[config.mk]
export PLATFORM = sky130hd
export DESIGN_NAME = usb_config_descriptor_endpoint_parser
export DESIGN_NICKNAME = d
export VERILOG_FILES = /design/src/rtl/core/ucdep_pkg.sv /design/src/rtl/core/ucdep_parser.sv /design/src/rtl/core/ucdep_fifo.sv /design/src/rtl/core/usb_config_descriptor_endpoint_parser.sv
export SDC_FILE = /design/constraint.sdc
export NUM_CORES = 1
export LEC_CHECK = 0
export BUFFER_PORTS_ARGS = -buffer_cell sky130_fd_sc_hd__buf_2
export CORE_UTILIZATION = 42
export DETAILED_ROUTE_END_ITERATION = 8
export GPL_TIMING_DRIVEN = 0
export MAX_ROUTING_LAYER = met4
export PLACE_DENSITY = 0.63
export SYNTH_ARGS = -nofsm -noshare
export SYNTH_HDL_FRONTEND = slang
export SYNTH_HIERARCHICAL = 1
export SYNTH_SLANG_ARGS = --single-unit
[constraint.sdc]
create_clock -name clk -period 17 [get_ports clk]
set_input_delay 2.55 -clock clk [delete_from_list [all_inputs] [get_ports clk]]
set_output_delay 2.55 -clock clk [all_outputs]
set_load 0.1 [all_outputs]
[src/rtl/core/ucdep_pkg.sv]
// Types and constants shared by the descriptor endpoint parser modules.
// No dependencies.
package ucdep_pkg;

    localparam int MAX_INTERFACES   = 8;
    localparam int MAX_IN_ENDPOINTS = 4;
    localparam int MAX_TOTAL_LENGTH = 512;

    localparam logic [8:0]  MAX_IF_LIMIT  = 9'(MAX_INTERFACES);
    localparam logic [4:0]  MAX_EP_LIMIT  = 5'(MAX_IN_ENDPOINTS);
    localparam logic [15:0] MAX_TOTAL_LEN = 16'(MAX_TOTAL_LENGTH);

    localparam logic [7:0] DEFAULT_CLASS = 8'h03;

    localparam logic [7:0] TYPE_CONFIG    = 8'h02;
    localparam logic [7:0] TYPE_INTERFACE = 8'h04;
    localparam logic [7:0] TYPE_ENDPOINT  = 8'h05;

    localparam logic [15:0] POS_LEN_LOW  = 16'd2;
    localparam logic [15:0] POS_LEN_HIGH = 16'd3;

    localparam logic [7:0] OFF_LENGTH    = 8'd0;
    localparam logic [7:0] OFF_TYPE      = 8'd1;
    localparam logic [7:0] OFF_EP_ADDR   = 8'd2;
    localparam logic [7:0] OFF_NUM_IF    = 8'd4;
    localparam logic [7:0] OFF_EP_MPS    = 8'd4;
    localparam logic [7:0] OFF_IF_CLASS  = 8'd5;
    localparam logic [7:0] OFF_EP_IVL    = 8'd6;

    localparam logic [1:0] STATUS_OK       = 2'd0;
    localparam logic [1:0] STATUS_ZERO_LEN = 2'd1;
    localparam logic [1:0] STATUS_DROPPED  = 2'd2;

    localparam logic KIND_ENDPOINT = 1'b0;
    localparam logic KIND_SUMMARY  = 1'b1;

    typedef struct packed {
        logic       entry_kind;
        logic [2:0] interface_index;
        logic [1:0] endpoint_slot;
        logic [6:0] endpoint_number;
        logic [7:0] max_packet_low;
        logic [7:0] poll_interval;
        logic [7:0] declared_interfaces;
        logic [1:0] parse_status;
        logic       last_of_run;
    } result_t;

    typedef struct packed {
        logic [1:0] count;
        result_t    first_word;
        result_t    second_word;
    } push_t;

endpackage

[src/rtl/core/ucdep_parser.sv]
// Descriptor walker: parse state and the per-byte decode into result words.
// Depends on ucdep_pkg.
module ucdep_parser (
    input  logic             clk,
    input  logic             rst_n,
    input  logic             step,
    input  logic [7:0]       data_byte,
    input  logic             first_byte,
    input  logic [7:0]       accepted_class,
    output ucdep_pkg::push_t push
);
    import ucdep_pkg::*;

    logic [15:0] wtotal_reg, wtotal_next, wtotal_cur;
    logic [15:0] pos_reg, pos_next, pos_cur;
    logic [7:0]  off_reg, off_next, off_cur;
    logic [7:0]  len_reg, len_next, len_cur;
    logic [7:0]  type_reg, type_next, type_cur;
    logic        inside_reg, inside_next, inside_cur;
    logic [7:0]  if_cnt_reg, if_cnt_next, if_cnt_cur;
    logic [2:0]  ep_cnt_reg, ep_cnt_next, ep_cnt_cur;
    logic [7:0]  ep_addr_reg, ep_addr_next, ep_addr_cur;
    logic [7:0]  pkt_low_reg, pkt_low_next, pkt_low_cur;
    logic [7:0]  num_if_reg, num_if_next, num_if_cur;
    logic [1:0]  status_reg, status_next, status_cur;
    logic        done_reg, done_next;
    logic        active;
    logic [15:0] len_word;
    logic [8:0]  off_inc;
    logic [16:0] pos_inc;
    logic        entry_hit;
    logic        sum_hit;
    result_t     entry_word;
    result_t     sum_word;

    assign active = step && (first_byte || !done_reg);

    assign wtotal_cur    = first_byte ? '0 : wtotal_reg;
    assign pos_cur       = first_byte ? '0 : pos_reg;
    assign off_cur       = first_byte ? '0 : off_reg;
    assign len_cur       = first_byte ? '0 : len_reg;
    assign type_cur      = first_byte ? '0 : type_reg;
    assign inside_cur    = first_byte ? 1'b0 : inside_reg;
    assign if_cnt_cur    = first_byte ? '0 : if_cnt_reg;
    assign ep_cnt_cur    = first_byte ? '0 : ep_cnt_reg;
    assign ep_addr_cur   = first_byte ? '0 : ep_addr_reg;
    assign pkt_low_cur   = first_byte ? '0 : pkt_low_reg;
    assign num_if_cur    = first_byte ? '0 : num_if_reg;
    assign status_cur    = first_byte ? STATUS_OK : status_reg;

    assign len_word = {data_byte, wtotal_cur[7:0]};

    always_comb
    begin
        wtotal_next    = wtotal_cur;
        len_next       = len_cur;
        type_next      = type_cur;
        inside_next    = inside_cur;
        if_cnt_next    = if_cnt_cur;
        ep_cnt_next    = ep_cnt_cur;
        ep_addr_next   = ep_addr_cur;
        pkt_low_next   = pkt_low_cur;
        num_if_next    = num_if_cur;
        status_next    = status_cur;
        done_next      = 1'b0;
        entry_hit      = 1'b0;
        sum_hit        = 1'b0;
        entry_word     = '0;
        entry_word.entry_kind = KIND_ENDPOINT;

        if (pos_cur == POS_LEN_LOW)
        begin
            wtotal_next = {8'd0, data_byte};
        end
        else if (pos_cur == POS_LEN_HIGH)
        begin
            wtotal_next = (len_word > MAX_TOTAL_LEN) ? MAX_TOTAL_LEN : len_word;
        end

        if (off_cur == OFF_LENGTH)
        begin
            len_next  = data_byte;
            type_next = '0;
        end
        else if (off_cur == OFF_TYPE)
        begin
            type_next = data_byte;
            if (data_byte == TYPE_INTERFACE)
            begin
                inside_next = 1'b0;
                ep_cnt_next = '0;
                if (if_cnt_cur != 8'hFF)
                begin
                    if_cnt_next = if_cnt_cur + 8'd1;
                end
            end
        end
        else if (type_cur == TYPE_CONFIG)
        begin
            if (off_cur == OFF_NUM_IF && !inside_cur)
            begin
                num_if_next = data_byte;
            end
        end
        else if (type_cur == TYPE_INTERFACE)
        begin
            if (off_cur == OFF_IF_CLASS)
            begin
                inside_next = (data_byte == accepted_class);
            end
        end
        else if (type_cur == TYPE_ENDPOINT && inside_cur)
        begin
            if (off_cur == OFF_EP_ADDR)
            begin
                ep_addr_next = data_byte;
            end
            else if (off_cur == OFF_EP_MPS)
            begin
                pkt_low_next = data_byte;
            end
            else if (off_cur == OFF_EP_IVL && ep_addr_cur[7])
            begin
                if (if_cnt_cur != '0 && {1'b0, if_cnt_cur} <= MAX_IF_LIMIT
                    && {2'b00, ep_cnt_cur} < MAX_EP_LIMIT)
                begin
                    entry_hit = 1'b1;
                    entry_word.interface_index = if_cnt_cur[2:0] - 3'd1;
                    entry_word.endpoint_slot   = ep_cnt_cur[1:0];
                    entry_word.endpoint_number = ep_addr_cur[6:0];
                    entry_word.max_packet_low  = pkt_low_cur;
                    entry_word.poll_interval   = data_byte;
                end
                else
                begin
                    status_next = STATUS_DROPPED;
                end
                if (ep_cnt_cur != 3'd7)
                begin
                    ep_cnt_next = ep_cnt_cur + 3'd1;
                end
            end
        end

        if (off_cur == OFF_LENGTH && data_byte == 8'd0)
        begin
            status_next = STATUS_ZERO_LEN;
            sum_hit     = 1'b1;
        end
        else if (pos_cur >= POS_LEN_HIGH && pos_inc >= {1'b0, wtotal_next})
        begin
            sum_hit = 1'b1;
        end
        done_next = sum_hit;
    end

    assign off_inc  = {1'b0, off_cur} + 9'd1;
    assign off_next = (off_inc >= {1'b0, len_next}) ? '0 : off_inc[7:0];
    assign pos_inc  = {1'b0, pos_cur} + 17'd1;
    assign pos_next = pos_inc[15:0];

    always_comb
    begin
        sum_word = '0;
        sum_word.entry_kind          = KIND_SUMMARY;
        sum_word.declared_interfaces = num_if_next;
        sum_word.parse_status        = status_next;
        sum_word.last_of_run         = 1'b1;
    end

    always_comb
    begin
        push = '0;
        if (active)
        begin
            if (entry_hit && sum_hit)
            begin
                push.count       = 2'd2;
                push.first_word  = entry_word;
                push.second_word = sum_word;
            end
            else if (entry_hit)
            begin
                push.count                  = 2'd1;
                push.first_word             = entry_word;
                push.first_word.last_of_run = 1'b1;
            end
            else if (sum_hit)
            begin
                push.count      = 2'd1;
                push.first_word = sum_word;
            end
        end
    end

    always_ff @(posedge clk or negedge rst_n)
    begin
        if (!rst_n)
        begin
            wtotal_reg    <= '0;
            pos_reg       <= '0;
            off_reg       <= '0;
            len_reg       <= '0;
            type_reg      <= '0;
            inside_reg    <= 1'b0;
            if_cnt_reg    <= '0;
            ep_cnt_reg    <= '0;
            ep_addr_reg   <= '0;
            pkt_low_reg   <= '0;
            num_if_reg    <= '0;
            status_reg    <= STATUS_OK;
            done_reg      <= 1'b1;
        end
        else if (active)
        begin
            wtotal_reg    <= wtotal_next;
            pos_reg       <= pos_next;
            off_reg       <= off_next;
            len_reg       <= len_next;
            type_reg      <= type_next;
            inside_reg    <= inside_next;
            if_cnt_reg    <= if_cnt_next;
            ep_cnt_reg    <= ep_cnt_next;
            ep_addr_reg   <= ep_addr_next;
            pkt_low_reg   <= pkt_low_next;
            num_if_reg    <= num_if_next;
            status_reg    <= status_next;
            done_reg      <= done_next;
        end
    end

endmodule

[src/rtl/core/ucdep_fifo.sv]
// Four-word result queue, takes up to two words per cycle, gives one.
// Depends on ucdep_pkg.
module ucdep_fifo (
    input  logic              clk,
    input  logic              rst_n,
    input  ucdep_pkg::push_t  push,
    input  logic              pop,
    output logic              has_room,
    output logic              not_empty,
    output ucdep_pkg::result_t head
);
    import ucdep_pkg::*;

    localparam int DEPTH = 4;

    result_t    mem [DEPTH];
    logic [1:0] wr_ptr_reg, wr_ptr_next;
    logic [1:0] rd_ptr_reg, rd_ptr_next;
    logic [2:0] count_reg, count_next;
    logic [1:0] wr_ptr_second;

    assign has_room      = count_reg <= 3'd2;
    assign not_empty     = count_reg != 3'd0;
    assign head          = mem[rd_ptr_reg];
    assign wr_ptr_second = wr_ptr_reg + 2'd1;
    assign wr_ptr_next   = wr_ptr_reg + push.count;
    assign rd_ptr_next   = rd_ptr_reg + {1'b0, pop};
    assign count_next    = count_reg + {1'b0, push.count} - {2'b00, pop};

    always_ff @(posedge clk)
    begin
        if (push.count != 2'd0)
        begin
            mem[wr_ptr_reg] <= push.first_word;
        end
        if (push.count == 2'd2)
        begin
            mem[wr_ptr_second] <= push.second_word;
        end
    end

    always_ff @(posedge clk or negedge rst_n)
    begin
        if (!rst_n)
        begin
            wr_ptr_reg <= '0;
            rd_ptr_reg <= '0;
            count_reg  <= '0;
        end
        else
        begin
            wr_ptr_reg <= wr_ptr_next;
            rd_ptr_reg <= rd_ptr_next;
            count_reg  <= count_next;
        end
    end

endmodule

[src/rtl/core/usb_config_descriptor_endpoint_parser.sv]
// Top level of the descriptor endpoint parser: input word register, class register.
// Depends on ucdep_pkg, ucdep_parser and ucdep_fifo.
//
//   channel | handshake             | payload
//   in      | in_valid / in_stall   | data_byte, first_byte
//   out     | out_valid / out_stall | entry_kind .. last_of_run
//   cfg     | cfg_wr_en             | cfg_wr_data (interface class)
//
// One byte per cycle while in_stall is low; a byte waits in the input register
// until the queue has room, then its results land in the queue and show at its head.
// A byte may give two words (entry, summary); the four-word queue absorbs them.
// in_stall rises while a byte waits in the input register and the queue
// holds more than two words.
// Reset clears the parser to idle and the class to 3; no clearing pass.
module usb_config_descriptor_endpoint_parser (
    input  logic       clk,
    input  logic       rst_n,
    input  logic       cfg_wr_en,
    input  logic [7:0] cfg_wr_data,
    input  logic       in_valid,
    output logic       in_stall,
    input  logic [7:0] data_byte,
    input  logic       first_byte,
    output logic       out_valid,
    input  logic       out_stall,
    output logic       entry_kind,
    output logic [2:0] interface_index,
    output logic [1:0] endpoint_slot,
    output logic [6:0] endpoint_number,
    output logic [7:0] max_packet_low,
    output logic [7:0] poll_interval,
    output logic [7:0] declared_interfaces,
    output logic [1:0] parse_status,
    output logic       last_of_run
);
    import ucdep_pkg::*;

    logic [7:0] accepted_class_reg;
    logic       stage_valid_reg, stage_valid_next;
    logic [7:0] stage_byte_reg;
    logic       stage_first_reg;
    logic       has_room;
    logic       advance;
    logic       accept;
    logic       pop;
    push_t      push;
    result_t    head;

    assign advance          = stage_valid_reg && has_room;
    assign in_stall         = stage_valid_reg && !has_room;
    assign accept           = in_valid && !in_stall;
    assign pop              = out_valid && !out_stall;
    assign stage_valid_next = accept || (stage_valid_reg && !advance);

    always_ff @(posedge clk or negedge rst_n)
    begin
        if (!rst_n)
        begin
            accepted_class_reg <= DEFAULT_CLASS;
            stage_valid_reg    <= 1'b0;
        end
        else
        begin
            if (cfg_wr_en)
            begin
                accepted_class_reg <= cfg_wr_data;
            end
            stage_valid_reg <= stage_valid_next;
        end
    end

    always_ff @(posedge clk)
    begin
        if (accept)
        begin
            stage_byte_reg  <= data_byte;
            stage_first_reg <= first_byte;
        end
    end

    ucdep_parser u_parser (
        .clk            (clk),
        .rst_n          (rst_n),
        .step           (advance),
        .data_byte      (stage_byte_reg),
        .first_byte     (stage_first_reg),
        .accepted_class (accepted_class_reg),
        .push           (push)
    );

    ucdep_fifo u_fifo (
        .clk       (clk),
        .rst_n     (rst_n),
        .push      (push),
        .pop       (pop),
        .has_room  (has_room),
        .not_empty (out_valid),
        .head      (head)
    );

    assign entry_kind          = head.entry_kind;
    assign interface_index     = head.interface_index;
    assign endpoint_slot       = head.endpoint_slot;
    assign endpoint_number     = head.endpoint_number;
    assign max_packet_low      = head.max_packet_low;
    assign poll_interval       = head.poll_interval;
    assign declared_interfaces = head.declared_interfaces;
    assign parse_status        = head.parse_status;
    assign last_of_run         = head.last_of_run;

endmodule

==> flow_summary.ini <==
[cts]
clock_path_buffers = 3
clk_latency_ps = 580
cts_resized = 0
tritoncts = done
clock-sinks = 280
cts_setup_buffers = 0
path_clk_slew_ps = 60
cts_htree_levels = 1
cts_root_buffer = clkbuf_16
hold_buffers = 0
cts_buffers = 31

[global_route]
grt_pass1_vias = 10077
grt_max_degree = 64
grt_overflow = 0
grt_antenna_before_repair = 0
grt_pass1_wl_um = 57180
groute.usage.overall = 0.2004

[yosys]
syn_area_mm2 = 0.01541
synth-simple-area-share = 0.1185
synth_compound_area_frac = 0.06429
synth_xor_area_frac = 0.02159
synthMuxAreaShare = 0.2005
synth_edf_count = 169
synthesis.area_per_instance_um2 = 12.74
synth_cell_types = 77
synth-seq-cells = 280
ys_seq_area_frac = 0.5097
synth_top_family_by_area = multiplexers
synth_fa_ha_area_frac = 0.03458
synth_top_cells_by_area = edfxtp_1, dfrtp_1, mux2_2, mux4_2, mux2_4
synth_top_area_frac = 0.3292
synth_cells = 1210
synth-async-reset-ratio = 0.3964
yosysTopAreaCell = edfxtp_1
ys.flop_type = edfxtp_1
ys_warn_count = 6

[detailed_routing]
wire_per_inst_um = 20.00
via_per_inst = 5.476
drt_iter0_drc = 578
first_pass_iters = 4
drc_errors = 0
routed_wl_um = 36480
via_count = 9988
ant_nets = 0

[placed_design]
placedInstanceArea_mm2 = 0.01659
place_inst = 1766
gp_congestion = 0.8609
io_buffers = 62
dpl.hpwl_um = 24940

[floorplanning]
fp.dieH_um = 193.6
initial_utilization = 0.4302
ios = 64
rows = 69
core_mm2 = 0.03583
die_area_mm2 = 0.03747
die_w_um = 193.6

[outcome]
status = completed

[final_layout]
layout_commonest_cell = edfxtp_1
drive_gt1_frac = 0.2898
final_cell_count_no_fill = 1824
diodes = 0
final_cell_area_mm2 = 0.01754
layout_common_cells = edfxtp_1, mux2_2, nand2_1, dfrtp_1, buf_2
fill_cells = 3145
area_growth_pct = 13.77
nNetsFinal = 1402
largest_register_ffs = 160

[pwr]
p_leak_uw = 0.007171
finalPower_uw = 2450
p_per_area_mw_per_mm2 = 139.7
vdd_drop_max_uv = 98.71

[timing]
rsz0062_at_grt = no
fmax_ghz = 0.1300
layout_worst_path_cycle_share = 0.4526
slew_headroom = 0.2404
final-hold-violation-count = 0
min_period_ps = 7694
slew_violations = 0
setup_tns_ps = 0
tightest_slew_ps = 1134
finalSetupViolations = 0
holdWs_ps = 472.3
clock_skew_ps = 24.28

[worst_hold_path]
hp-class = register to register

[critical_path]
cpPeakStageDelay_ps = 590
cp.required_ps = 17310
cp_max_fo = 26
cp-end-kind = register
cp.arrival_ps = 8000
criticalPathCategory = register to register
reg2reg_slack_ps = 9310
cp-start-kind = register
critPathSlowestCell = buf_1

[job]
drv_cap = 0
layout make-up:
type	instances	area [um^2]	area share
timing repair buffer	68	459.2	0.02619
tap	461	576.8	0.03289
buffer	102	666.9	0.03803
inverter	30	112.6	0.006422
multi-input combinational	825	6917	0.3944
clock buffer	35	790.8	0.04509
clock inverter	23	156.4	0.008919
sequential	280	7856	0.4480
power by group:
group / leakage [uW] / switching (uW) / total [uW] / internal, uW
registers: 0.00304 / 39.4 / 814 / 775
logic: 0.00367 / 759 / 1010 / 253
clock network: 0.000463 / 274 / 623 / 349
synthesized netlist by cell type, types with 6 or more instances:
cell type,count
a21oi_1,15
a22o_1,36
a22oi_1,6
a31oi_1,10
and2_1,39
and3_1,6
buf_1,7
buf_2,13
buf_4,32
buf_6,11
clkbuf_1,35
dfrtp_1,108
edfxtp_1,169
ha_1,41
inv_1,29
mux2_1,6
mux2_2,116
mux2_4,47
mux2i_1,11
mux4_2,40
nand2_1,116
nand2b_1,6
nand3_1,33
nand4_1,13
nor2_1,72
nor2b_1,21
nor3_1,12
nor4_1,14
o21ai_0,30
xnor2_1,14
xor2_1,24
path summary, 6_finish.rpt:
check                                       start                     end  cells after the start
max                               stage_first_reg       u_fifo/mem[2][22]                     27
min                        u_parser/status_reg[1]  u_parser/status_reg[1]                      2
max reg2reg                       stage_first_reg       u_fifo/mem[2][22]                     27
min reg2reg                u_parser/status_reg[1]  u_parser/status_reg[1]                      2
max in group asynchronous                   rst_n       u_parser/done_reg                      2
min in group asynchronous                   rst_n     u_parser/pos_reg[5]                      1
kinds of logic after synthesis:
group,after synthesis
muxes,220
adders and majority gates,42
other,1
buffers and inverters,132
xor gates and xnor gates,38
and+or+nand+nor,359
DFF,280
AOI/OAI and AO/OA,138
layer usage:
metal  vias up  routed length, um  part of all wire  GRT usage
li1       4678                  -                 -          -
met1      5001              16610              0.46     0.2693
met2       260              17160              0.47     0.3216
met3        49               2039             0.056    0.02999
met4         0                663             0.018    0.04296
met5         -                  0                 0          -
worst max-delay path, delay by kind of cell (launching register included):
kind            cells  cell delay, ps
compound gates      6            1210
fa+ha+maj           3             900
flops               1             420
buf+inv            11            3370
simple gates        7            1540
metrics by stage:
step | worst slack [ps] | util
5_1_grt | 8910 | 0.4894
3_5_place_dp | 9423 | 0.4630
3_3_place_gp | 5062 | 0.4578
6_report | 9306 | 0.4894
2_1_floorplan | 9343 | -
4_1_cts | 9397 | 0.4894
(Power assumes the default switching activity.)
